File: src/rtl/md4_hash_engine_defines.svh
// Assertion macros for the MD4 hash engine.
// Included by the top level; expects clk and rst_n in scope.
`ifndef MD4_HASH_ENGINE_DEFINES_SVH
`define MD4_HASH_ENGINE_DEFINES_SVH

// Same-cycle implication, checked outside reset.
`define MD4_ASSERT_NOW(label, ante, cons, msg) \
  label: assert property (@(posedge clk) disable iff (!rst_n) (ante) |-> (cons)) \
    else $error(msg);

// Next-cycle implication, checked outside reset.
`define MD4_ASSERT_NEXT(label, ante, cons, msg) \
  label: assert property (@(posedge clk) disable iff (!rst_n) (ante) |=> (cons)) \
    else $error(msg);

`endif

File: src/rtl/md4_pkg.sv
// Shared types, constants and helper functions for the MD4 hash engine.
// No dependencies; imported by md4_hash_engine and md4_core.
`default_nettype none

package md4_pkg;

  typedef struct packed {
    logic [7:0] data_byte;
    logic       has_byte;
    logic       end_of_message;
  } md4_in_t;

  typedef struct packed {
    logic [31:0] digest_word;
    logic [1:0]  word_number;
    logic        last_word;
  } md4_out_t;

  localparam logic [31:0] IV_A = 32'h67452301;
  localparam logic [31:0] IV_B = 32'hEFCDAB89;
  localparam logic [31:0] IV_C = 32'h98BADCFE;
  localparam logic [31:0] IV_D = 32'h10325476;

  localparam logic [31:0] K_R2 = 32'h5A827999;
  localparam logic [31:0] K_R3 = 32'h6ED9EBA1;

  // Byte slot where the length field starts (448 bits into a 512-bit block).
  localparam logic [5:0] LEN_POS = 6'd56;

  localparam logic [1:0] RND_1 = 2'd0;
  localparam logic [1:0] RND_2 = 2'd1;
  localparam logic [1:0] RND_3 = 2'd2;

  function automatic logic [4:0] shift_amt(input logic [1:0] rnd, input logic [1:0] lane);
    logic [4:0] s;
    s = 5'd3;
    case (rnd)
      RND_1: begin
        case (lane)
          2'd0:    s = 5'd3;
          2'd1:    s = 5'd7;
          2'd2:    s = 5'd11;
          default: s = 5'd19;
        endcase
      end
      RND_2: begin
        case (lane)
          2'd0:    s = 5'd3;
          2'd1:    s = 5'd5;
          2'd2:    s = 5'd9;
          default: s = 5'd13;
        endcase
      end
      default: begin
        case (lane)
          2'd0:    s = 5'd3;
          2'd1:    s = 5'd9;
          2'd2:    s = 5'd11;
          default: s = 5'd15;
        endcase
      end
    endcase
    return s;
  endfunction

  // Message word order: plain, transposed 4x4, then bit-reversed.
  function automatic logic [3:0] msg_index(input logic [1:0] rnd, input logic [3:0] step);
    logic [3:0] idx;
    case (rnd)
      RND_1:   idx = step;
      RND_2:   idx = {step[1:0], step[3:2]};
      default: idx = {step[0], step[1], step[2], step[3]};
    endcase
    return idx;
  endfunction

  function automatic logic [31:0] rotl32(input logic [31:0] v, input logic [4:0] s);
    return (v << s) | (v >> (6'd32 - {1'b0, s}));
  endfunction

endpackage

`default_nettype wire

File: src/rtl/md4_hash_engine.sv
// MD4 hash engine top level: input FIFO, MD4 core, output FIFO.
// Depends on md4_pkg, md4_fifo, md4_core and md4_hash_engine_defines.svh.
`default_nettype none
`include "md4_hash_engine_defines.svh"

// Computes the MD4 digest of a byte stream, one byte per input word. A word
// with end_of_message set (with or without a byte) finishes the message and
// yields four result words, A to D, with last_word set on D; the engine then
// starts afresh. Input words queue in an IN_DEPTH entry FIFO and the core
// absorbs one byte per cycle while idle. Every 64th byte stops intake while
// the single round unit runs the 48 MD4 steps, one per cycle, and adds the
// result into the chaining value. Finishing writes the padding and length
// bytes (9 to 72 bytes), compresses each block so completed, then pushes the
// digest words into the OUT_DEPTH entry result FIFO as it has room.
module md4_hash_engine
  import md4_pkg::*;
#(
  parameter int IN_DEPTH  = 4,
  parameter int OUT_DEPTH = 4
) (
  input  wire logic     clk,
  input  wire logic     rst_n,
  input  wire logic     push,
  output logic          full,
  input  wire md4_in_t  in_item,
  output logic          empty,
  input  wire logic     pop,
  output md4_out_t      out_item
);

  md4_in_t  in_q_word;
  logic     in_q_empty;
  logic     core_pop;
  md4_out_t core_word;
  logic     out_q_full;
  logic     core_push;

  md4_fifo #(
    .WIDTH($bits(md4_in_t)),
    .DEPTH(IN_DEPTH)
  ) u_in_fifo (
    .clk    (clk),
    .rst_n  (rst_n),
    .wr_en  (push),
    .wr_data(in_item),
    .full   (full),
    .rd_en  (core_pop),
    .rd_data(in_q_word),
    .empty  (in_q_empty)
  );

  md4_core u_core (
    .clk     (clk),
    .rst_n   (rst_n),
    .in_word (in_q_word),
    .in_empty(in_q_empty),
    .in_pop  (core_pop),
    .out_word(core_word),
    .out_full(out_q_full),
    .out_push(core_push)
  );

  md4_fifo #(
    .WIDTH($bits(md4_out_t)),
    .DEPTH(OUT_DEPTH)
  ) u_out_fifo (
    .clk    (clk),
    .rst_n  (rst_n),
    .wr_en  (core_push),
    .wr_data(core_word),
    .full   (out_q_full),
    .rd_en  (pop),
    .rd_data(out_item),
    .empty  (empty)
  );

  `MD4_ASSERT_NOW(a_pop_needs_word, core_pop, !in_q_empty, "core popped an empty input FIFO")
  `MD4_ASSERT_NOW(a_push_needs_room, core_push, !out_q_full, "core pushed into a full result FIFO")
  `MD4_ASSERT_NOW(a_last_is_d, core_push, core_word.last_word == (core_word.word_number == 2'd3), "last_word not on word D")
  `MD4_ASSERT_NEXT(a_no_intake_after_d, core_push && core_word.last_word, !core_push, "digest word pushed after word D")

endmodule

`default_nettype wire

File: src/rtl/md4_fifo.sv
// Small register-based FIFO used on both sides of the MD4 core.
// Depends on nothing but its parameters.
`default_nettype none

module md4_fifo #(
  parameter int WIDTH = 8,
  parameter int DEPTH = 4
) (
  input  wire logic             clk,
  input  wire logic             rst_n,
  input  wire logic             wr_en,
  input  wire logic [WIDTH-1:0] wr_data,
  output logic                  full,
  input  wire logic             rd_en,
  output logic      [WIDTH-1:0] rd_data,
  output logic                  empty
);

  localparam int PW = (DEPTH > 1) ? $clog2(DEPTH) : 1;
  localparam int CW = $clog2(DEPTH + 1);
  localparam logic [PW-1:0] LAST_PTR = PW'(DEPTH - 1);
  localparam logic [CW-1:0] FULL_CNT = CW'(DEPTH);

  logic [WIDTH-1:0] mem_r [DEPTH];
  logic [PW-1:0]    wr_ptr_r, wr_ptr_nxt;
  logic [PW-1:0]    rd_ptr_r, rd_ptr_nxt;
  logic [CW-1:0]    cnt_r, cnt_nxt;
  logic             do_wr, do_rd;

  assign full    = (cnt_r == FULL_CNT);
  assign empty   = (cnt_r == '0);
  assign do_wr   = wr_en & ~full;
  assign do_rd   = rd_en & ~empty;
  assign rd_data = mem_r[rd_ptr_r];

  always_comb begin
    wr_ptr_nxt = wr_ptr_r;
    rd_ptr_nxt = rd_ptr_r;
    cnt_nxt    = cnt_r;
    if (do_wr) begin
      wr_ptr_nxt = (wr_ptr_r == LAST_PTR) ? '0 : wr_ptr_r + 1'b1;
    end
    if (do_rd) begin
      rd_ptr_nxt = (rd_ptr_r == LAST_PTR) ? '0 : rd_ptr_r + 1'b1;
    end
    if (do_wr && !do_rd) begin
      cnt_nxt = cnt_r + 1'b1;
    end else if (do_rd && !do_wr) begin
      cnt_nxt = cnt_r - 1'b1;
    end
  end

  always_ff @(posedge clk) begin
    if (!rst_n) begin
      wr_ptr_r <= '0;
      rd_ptr_r <= '0;
      cnt_r    <= '0;
    end else begin
      wr_ptr_r <= wr_ptr_nxt;
      rd_ptr_r <= rd_ptr_nxt;
      cnt_r    <= cnt_nxt;
    end
  end

  always_ff @(posedge clk) begin
    if (do_wr) begin
      mem_r[wr_ptr_r] <= wr_data;
    end
  end

endmodule

`default_nettype wire

File: src/rtl/md4_core.sv
// MD4 back end: block buffer, padding sequencer, shared round unit, digest output.
// Depends on md4_pkg; fed from the input FIFO, feeds the output FIFO.
`default_nettype none

module md4_core
  import md4_pkg::*;
(
  input  wire logic     clk,
  input  wire logic     rst_n,
  input  wire md4_in_t  in_word,
  input  wire logic     in_empty,
  output logic          in_pop,
  output md4_out_t      out_word,
  input  wire logic     out_full,
  output logic          out_push
);

  localparam logic [1:0] S_IDLE = 2'd0;
  localparam logic [1:0] S_COMP = 2'd1;
  localparam logic [1:0] S_PAD  = 2'd2;
  localparam logic [1:0] S_OUT  = 2'd3;

  localparam logic [1:0] PK_FIRST = 2'd0;
  localparam logic [1:0] PK_ZERO  = 2'd1;
  localparam logic [1:0] PK_LEN   = 2'd2;

  localparam logic [5:0] LAST_STEP = 6'd48;

  logic [1:0]  state_r, state_nxt;
  logic [31:0] chain_r [4];
  logic [31:0] chain_nxt [4];
  logic [31:0] blk_r [16];
  logic [63:0] bitlen_r, bitlen_nxt;
  logic [5:0]  pos_r, pos_nxt;
  logic [31:0] va_r, vb_r, vc_r, vd_r;
  logic [31:0] va_nxt, vb_nxt, vc_nxt, vd_nxt;
  logic [5:0]  step_r, step_nxt;
  logic        pad_on_r, pad_on_nxt;
  logic [1:0]  pad_kind_r, pad_kind_nxt;
  logic [2:0]  len_idx_r, len_idx_nxt;
  logic        pad_done_r, pad_done_nxt;
  logic [1:0]  wcnt_r, wcnt_nxt;

  logic        wr_en;
  logic [7:0]  wr_byte;
  logic [5:0]  pos_inc;
  logic        wrap;

  logic [1:0]  rnd;
  logic [31:0] f_val, w_val, k_val, sum, rot;
  logic [4:0]  s_amt;

  // Round unit: one MD4 step per cycle on the rotating a/b/c/d registers.
  always_comb begin
    rnd   = step_r[5:4];
    case (rnd)
      RND_1:   f_val = (vb_r & vc_r) | (~vb_r & vd_r);
      RND_2:   f_val = (vb_r & vc_r) | (vb_r & vd_r) | (vc_r & vd_r);
      default: f_val = vb_r ^ vc_r ^ vd_r;
    endcase
    case (rnd)
      RND_1:   k_val = '0;
      RND_2:   k_val = K_R2;
      default: k_val = K_R3;
    endcase
    w_val = blk_r[msg_index(rnd, step_r[3:0])];
    s_amt = shift_amt(rnd, step_r[1:0]);
    sum   = va_r + f_val + w_val + k_val;
    rot   = rotl32(sum, s_amt);
  end

  assign pos_inc  = pos_r + 6'd1;
  assign wrap     = wr_en && (pos_r == 6'd63);
  assign out_word = '{digest_word: chain_r[wcnt_r],
                      word_number: wcnt_r,
                      last_word:   (wcnt_r == 2'd3)};

  always_comb begin
    state_nxt    = state_r;
    bitlen_nxt   = bitlen_r;
    pos_nxt      = pos_r;
    va_nxt       = va_r;
    vb_nxt       = vb_r;
    vc_nxt       = vc_r;
    vd_nxt       = vd_r;
    step_nxt     = step_r;
    pad_on_nxt   = pad_on_r;
    pad_kind_nxt = pad_kind_r;
    len_idx_nxt  = len_idx_r;
    pad_done_nxt = pad_done_r;
    wcnt_nxt     = wcnt_r;
    for (int i = 0; i < 4; i++) begin
      chain_nxt[i] = chain_r[i];
    end
    in_pop   = 1'b0;
    out_push = 1'b0;
    wr_en    = 1'b0;
    wr_byte  = in_word.data_byte;

    case (state_r)
      S_IDLE: begin
        in_pop = ~in_empty;
        if (!in_empty) begin
          if (in_word.has_byte) begin
            wr_en      = 1'b1;
            bitlen_nxt = bitlen_r + 64'd8;
          end
          if (in_word.end_of_message) begin
            pad_on_nxt   = 1'b1;
            pad_kind_nxt = PK_FIRST;
            len_idx_nxt  = '0;
            pad_done_nxt = 1'b0;
            state_nxt    = S_PAD;
          end
        end
      end
      S_PAD: begin
        wr_en = 1'b1;
        case (pad_kind_r)
          PK_FIRST: wr_byte = 8'h80;
          PK_ZERO:  wr_byte = 8'h00;
          default:  wr_byte = bitlen_r[{len_idx_r, 3'b000} +: 8];
        endcase
        if (pad_kind_r == PK_LEN) begin
          len_idx_nxt = len_idx_r + 3'd1;
          if (len_idx_r == 3'd7) begin
            pad_done_nxt = 1'b1;
          end
        end else begin
          pad_kind_nxt = (pos_inc == LEN_POS) ? PK_LEN : PK_ZERO;
        end
      end
      S_COMP: begin
        if (step_r != LAST_STEP) begin
          va_nxt   = vd_r;
          vb_nxt   = rot;
          vc_nxt   = vb_r;
          vd_nxt   = vc_r;
          step_nxt = step_r + 6'd1;
        end else begin
          chain_nxt[0] = chain_r[0] + va_r;
          chain_nxt[1] = chain_r[1] + vb_r;
          chain_nxt[2] = chain_r[2] + vc_r;
          chain_nxt[3] = chain_r[3] + vd_r;
          wcnt_nxt     = '0;
          if (pad_done_r) begin
            state_nxt = S_OUT;
          end else if (pad_on_r) begin
            state_nxt = S_PAD;
          end else begin
            state_nxt = S_IDLE;
          end
        end
      end
      default: begin
        out_push = ~out_full;
        if (!out_full) begin
          wcnt_nxt = wcnt_r + 2'd1;
          if (wcnt_r == 2'd3) begin
            // Digest delivered: return to the initial chaining value.
            chain_nxt[0] = IV_A;
            chain_nxt[1] = IV_B;
            chain_nxt[2] = IV_C;
            chain_nxt[3] = IV_D;
            bitlen_nxt   = '0;
            pad_on_nxt   = 1'b0;
            pad_done_nxt = 1'b0;
            state_nxt    = S_IDLE;
          end
        end
      end
    endcase

    if (wr_en) begin
      pos_nxt = pos_inc;
    end
    // A full block preempts the next state: compress, then resume.
    if (wrap) begin
      state_nxt = S_COMP;
      step_nxt  = '0;
      va_nxt    = chain_r[0];
      vb_nxt    = chain_r[1];
      vc_nxt    = chain_r[2];
      vd_nxt    = chain_r[3];
    end
  end

  always_ff @(posedge clk) begin
    if (!rst_n) begin
      state_r    <= S_IDLE;
      chain_r[0] <= IV_A;
      chain_r[1] <= IV_B;
      chain_r[2] <= IV_C;
      chain_r[3] <= IV_D;
      bitlen_r   <= '0;
      pos_r      <= '0;
      step_r     <= '0;
      pad_on_r   <= 1'b0;
      pad_kind_r <= PK_FIRST;
      len_idx_r  <= '0;
      pad_done_r <= 1'b0;
      wcnt_r     <= '0;
    end else begin
      state_r    <= state_nxt;
      chain_r    <= chain_nxt;
      bitlen_r   <= bitlen_nxt;
      pos_r      <= pos_nxt;
      step_r     <= step_nxt;
      pad_on_r   <= pad_on_nxt;
      pad_kind_r <= pad_kind_nxt;
      len_idx_r  <= len_idx_nxt;
      pad_done_r <= pad_done_nxt;
      wcnt_r     <= wcnt_nxt;
    end
  end

  always_ff @(posedge clk) begin
    va_r <= va_nxt;
    vb_r <= vb_nxt;
    vc_r <= vc_nxt;
    vd_r <= vd_nxt;
  end

  // Little-endian packing; the first byte of a word clears the rest of it.
  always_ff @(posedge clk) begin
    if (wr_en) begin
      if (pos_r[1:0] == 2'd0) begin
        blk_r[pos_r[5:2]] <= {24'd0, wr_byte};
      end else begin
        blk_r[pos_r[5:2]][{pos_r[1:0], 3'b000} +: 8] <= wr_byte;
      end
    end
  end

endmodule

`default_nettype wire

File: config.mk
export PLATFORM = sky130hd
export DESIGN_NAME = md4_hash_engine
export DESIGN_NICKNAME = d
export VERILOG_FILES = /design/src/rtl/md4_pkg.sv /design/src/rtl/md4_hash_engine.sv /design/src/rtl/md4_fifo.sv /design/src/rtl/md4_core.sv
export VERILOG_INCLUDE_DIRS = /design/src /design/src/rtl
export SDC_FILE = /design/constraint.sdc
export NUM_CORES = 2
export LEC_CHECK = 0
export BUFFER_PORTS_ARGS = -buffer_cell sky130_fd_sc_hd__buf_2
export CAP_MARGIN = 20
export CORE_MARGIN = 10
export CORE_UTILIZATION = 35
export DETAILED_ROUTE_END_ITERATION = 8
export RECOVER_POWER = 100
export SLEW_MARGIN = 20
export SYNTH_ARGS = -nofsm -noshare
export SYNTH_HDL_FRONTEND = slang
export SYNTH_HIERARCHICAL = 1
export SYNTH_SLANG_ARGS = --single-unit
File: constraint.sdc
create_clock -name clk -period 7 [get_ports clk]
set_clock_uncertainty 0.2 [all_clocks]
set_input_delay 1.4 -clock clk [delete_from_list [all_inputs] [get_ports clk]]
set_output_delay 1.4 -clock clk [all_outputs]
set_load 0.01 [all_outputs]
==> summary.md <==
| Metric | Value |
|---|---|
| Status | `complete, but fails checks` |
| Violated checks | `capacitance limit, slew limit` |
| Final nets | `4837` |
| Post-route setup TNS | `0 ns` |
| Hold Path End | `u_core/pad_on_r` |
| Max cap viols | `13` |
| CTS Buffer Depth | `3` |
| Max H-tree Level | `3` |
| Worst reg2reg path depth | `11` |
| CP startpoint | `u_core/step_r[4]` |
| Layout area overhead | `11.6%` |
| Post-synthesis cell count | `4498` |
| Ports | `51` |
| Congestion Overflow GR | `0` |
| Wire per inst | `22.3 um` |
| Largest net degree at the start of global routing | `93` |
| PD cells | `301 nW/um^2` |
| Syn avg cell area | `12.2 um^2` |
| Routability Congestion | `0.922` |
| Hold depth | `2` |
| Slew margin rel. | `-1.87` |
| Worst setup EP type | `register` |
| Min Tclk post-route | `6.76 ns` |
| Final hold vios | `0` |
| DRC | `0` |
| XOR/XNOR Fraction of Synth Area | `0.0309` |
| First-pass DRT Iterations | `8` |
| Ys Warns | `6` |
| Clk Latency, worst-skew pair | `0.75 ns` |
| Slew @ Worst Pin | `4.30 ns` |
| Post-synthesis simple-gate area fraction | `0.110` |
| Hold Path Origin | `u_core/pad_on_r` |
| Vias in the first global route | `35926` |
| # hold bufs at CTS | `0` |
| Placed insts | `6465` |
| Max Clk Rate | `148 MHz` |
| Critical path arrival | `7.15 ns` |
| Die height | `415 um` |
| Core area | `155000 um^2` |
| Root buf cell | `clkbuf_16` |
| RSZ-0062 raised after global routing | `false` |
| Design Power | `18.4 mW` |
| Compound-Gate Fraction of Synth Area | `0.110` |
| Mapped cell area | `54700 um^2` |
| Prevailing post-synth register cell | `edfxtp_1` |
| Post-route ant nets | `0` |
| Routed Wire Length | `149 mm` |
| Share of cells above drive strength 1 | `0.115` |
| Net Count, Synth | `4797` |
| Async SR Flop Fraction | `0` |
| Critical R2R Capture | `u_core/chain_r[20]` |
| Pleak | `21.7 nW` |
| Setup violations, final | `0` |
| Post-synth EDFFs | `820` |
| DR vias | `36888` |
| Global-route wire length before repair | `226 mm` |
| Die area | `172000 um^2` |
| Sequential standard cell area | `29200 um^2` |
| Cell variety after synth | `105` |
| Area of the multi-input gates | `24000 um^2` |
| Vias per cell | `5.53` |
| Worst-path maximum fanout | `35` |
| Die width | `415 um` |
| Port bufs | `50` |
| Flop2flop setup slack | `0.24 ns` |
| Site Rows | `144` |
| Clk sinks | `1050` |
| TritonCTS Buffers | `104` |
| Total track usage | `0.167` |
| Clock transition at the registers of the reported paths | `0.07 ns` |
| Setup Crit Path Kind | `register to register` |
| CTS tree | `done` |
| Post-synthesis sequential area ratio | `0.535` |
| Hold Crit Class | `register to register` |
| Largest family of logic cells by synthesized area | `simple AND/OR/NAND/NOR gates` |
| Hpwl dp | `105 mm` |
| Adder-cell share of the synthesized area | `0.0780` |
| Most frequent cells in the layout | `edfxtp_1, nand2_1, nor2_1, a21oi_1, dfxtp_1` |
| Commonest non-fill, non-tap cell in the layout | `edfxtp_1` |
| Yosys reg bits | `1050` |
| Mux cell area share after synthesis | `0.109` |
| Crit path launch type | `register` |
| N_diodes | `0` |
| Initial antenna violation count | `1` |
| Final Non-Filler Cells | `6671` |
| RR Startpoint | `u_core/step_r[4]` |
| Crit share post-route | `0.966` |
| Peak VDD IR | `0.199 mV` |
| Fin. max-slew vios | `494` |
| Filler cells | `14704` |
| Initial Util | `0.354` |
| Crit path required time | `7.38 ns` |
| 1st-iter DRT viols | `3086` |
==> state kept, by name, summed over array words and instances (netlist names), 3 cells and up, named ones only <==
signal / count
u_core/bitlen_r: 61
u_core/blk_r: 512
u_core/chain_r: 128
u_core/len_idx_r: 3
u_core/pos_r: 6
u_core/step_r: 6
u_core/va_r: 32
u_core/vb_r: 32
u_core/vc_r: 32
u_core/vd_r: 32
u_in_fifo/cnt_r: 3
u_in_fifo/mem_r: 40
u_out_fifo/cnt_r: 3
u_out_fifo/mem_r: 140
==> Yosys cell counts, types with 95 or more instances <==
library cell	number	area, um^2
a21oi_1	259	1300
clkbuf_1	154	578
dfxtp_1	230	4600
edfxtp_1	820	24600
ha_1	192	2400
inv_1	149	559
mux2i_1	102	1020
mux4_2	209	4710
nand2_1	584	2190
nor2_1	389	1460
o21ai_0	165	826
xnor2_1	98	858
xor2_1	95	832
==> cell type report <==
cell class | count | area share
Sequential cell | 1050 | 0.479
Tap cell | 2044 | 0.0419
Clock buffer | 123 | 0.0442
Timing Repair Buffer | 150 | 0.0168
Inverter | 150 | 0.00923
Clock inverter | 72 | 0.0146
Multi-Input combinational cell | 3082 | 0.394
==> critical path: stages (launching register included) <==
cell and delay [ns]:
dfxtp_2 0.35, buf_4 0.15, buf_4 0.40, buf_4 0.51, nand2_1 0.15, o31a_1 0.50, or3_1 0.46, nor2_1 1.39
nand2_1 1.04, nor2_1 0.80, clkbuf_1 0.48, a21oi_1 0.13
==> per-stage QoR <==
stage | utilization | hold slack (ns) | worst slack, ns | cell area [um^2]
floorplan | - | 0.235 | 0.404 | 54700
CTS | 0.395 | 0.279 | 0.00522 | 61000
finish | 0.395 | 0.276 | 0.237 | 61000
global route | 0.395 | 0.318 | 0.00916 | 61000
detailed placement | 0.372 | 0.263 | 0.0700 | 57400
global placement | 0.372 | 0.257 | 0.249 | 57400
==> per-layer routing <==
| metal | vias to the layer above | track usage | wire length (um) |
|---|---|---|---|
| met5 | - | 0 | 10 |
| met4 | 2 | 0.0499 | 4580 |
| met3 | 252 | 0.0285 | 9770 |
| met2 | 1170 | 0.268 | 68900 |
| met1 | 18582 | 0.231 | 65800 |
| li1 | 16882 | - | - |
==> worst max path at each step <==
stage,depth (start not counted),slack [ns],to
finish,11,0.24,u_core/chain_r[20]
global route,23,0.009,u_core/vb_r[17]
global placement,24,0.25,u_core/vb_r[17]
detailed placement,24,0.07,u_core/vb_r[17]
floorplan,27,0.40,u_core/vb_r[17]
CTS,24,0.005,u_core/vb_r[17]
==> what timing repair did <==
item / 4_1_cts / 5_1_grt
gates resized for setup: 0 / 18
setup buffers: 0 / 7
setup endpoints to repair: 0 / 30
==> logic make-up after synthesis <==
group,Yosys count
buffers and inverters,366
AND/OR/NAND/NOR,1356
multiplexers,326
XOR/XNOR,193
adder cells (fa/ha/maj),285
AO/OA/AOI/OAI,922
flip-flops,1050
==> power by group <==
part           total, mW  internal [mW]  switching, mW
logic               5.28           2.00           3.28
registers           7.24           7.13          0.106
clock network       5.85           3.33           2.51
total               18.4           12.5           5.90
(Power assumes the default switching activity.)
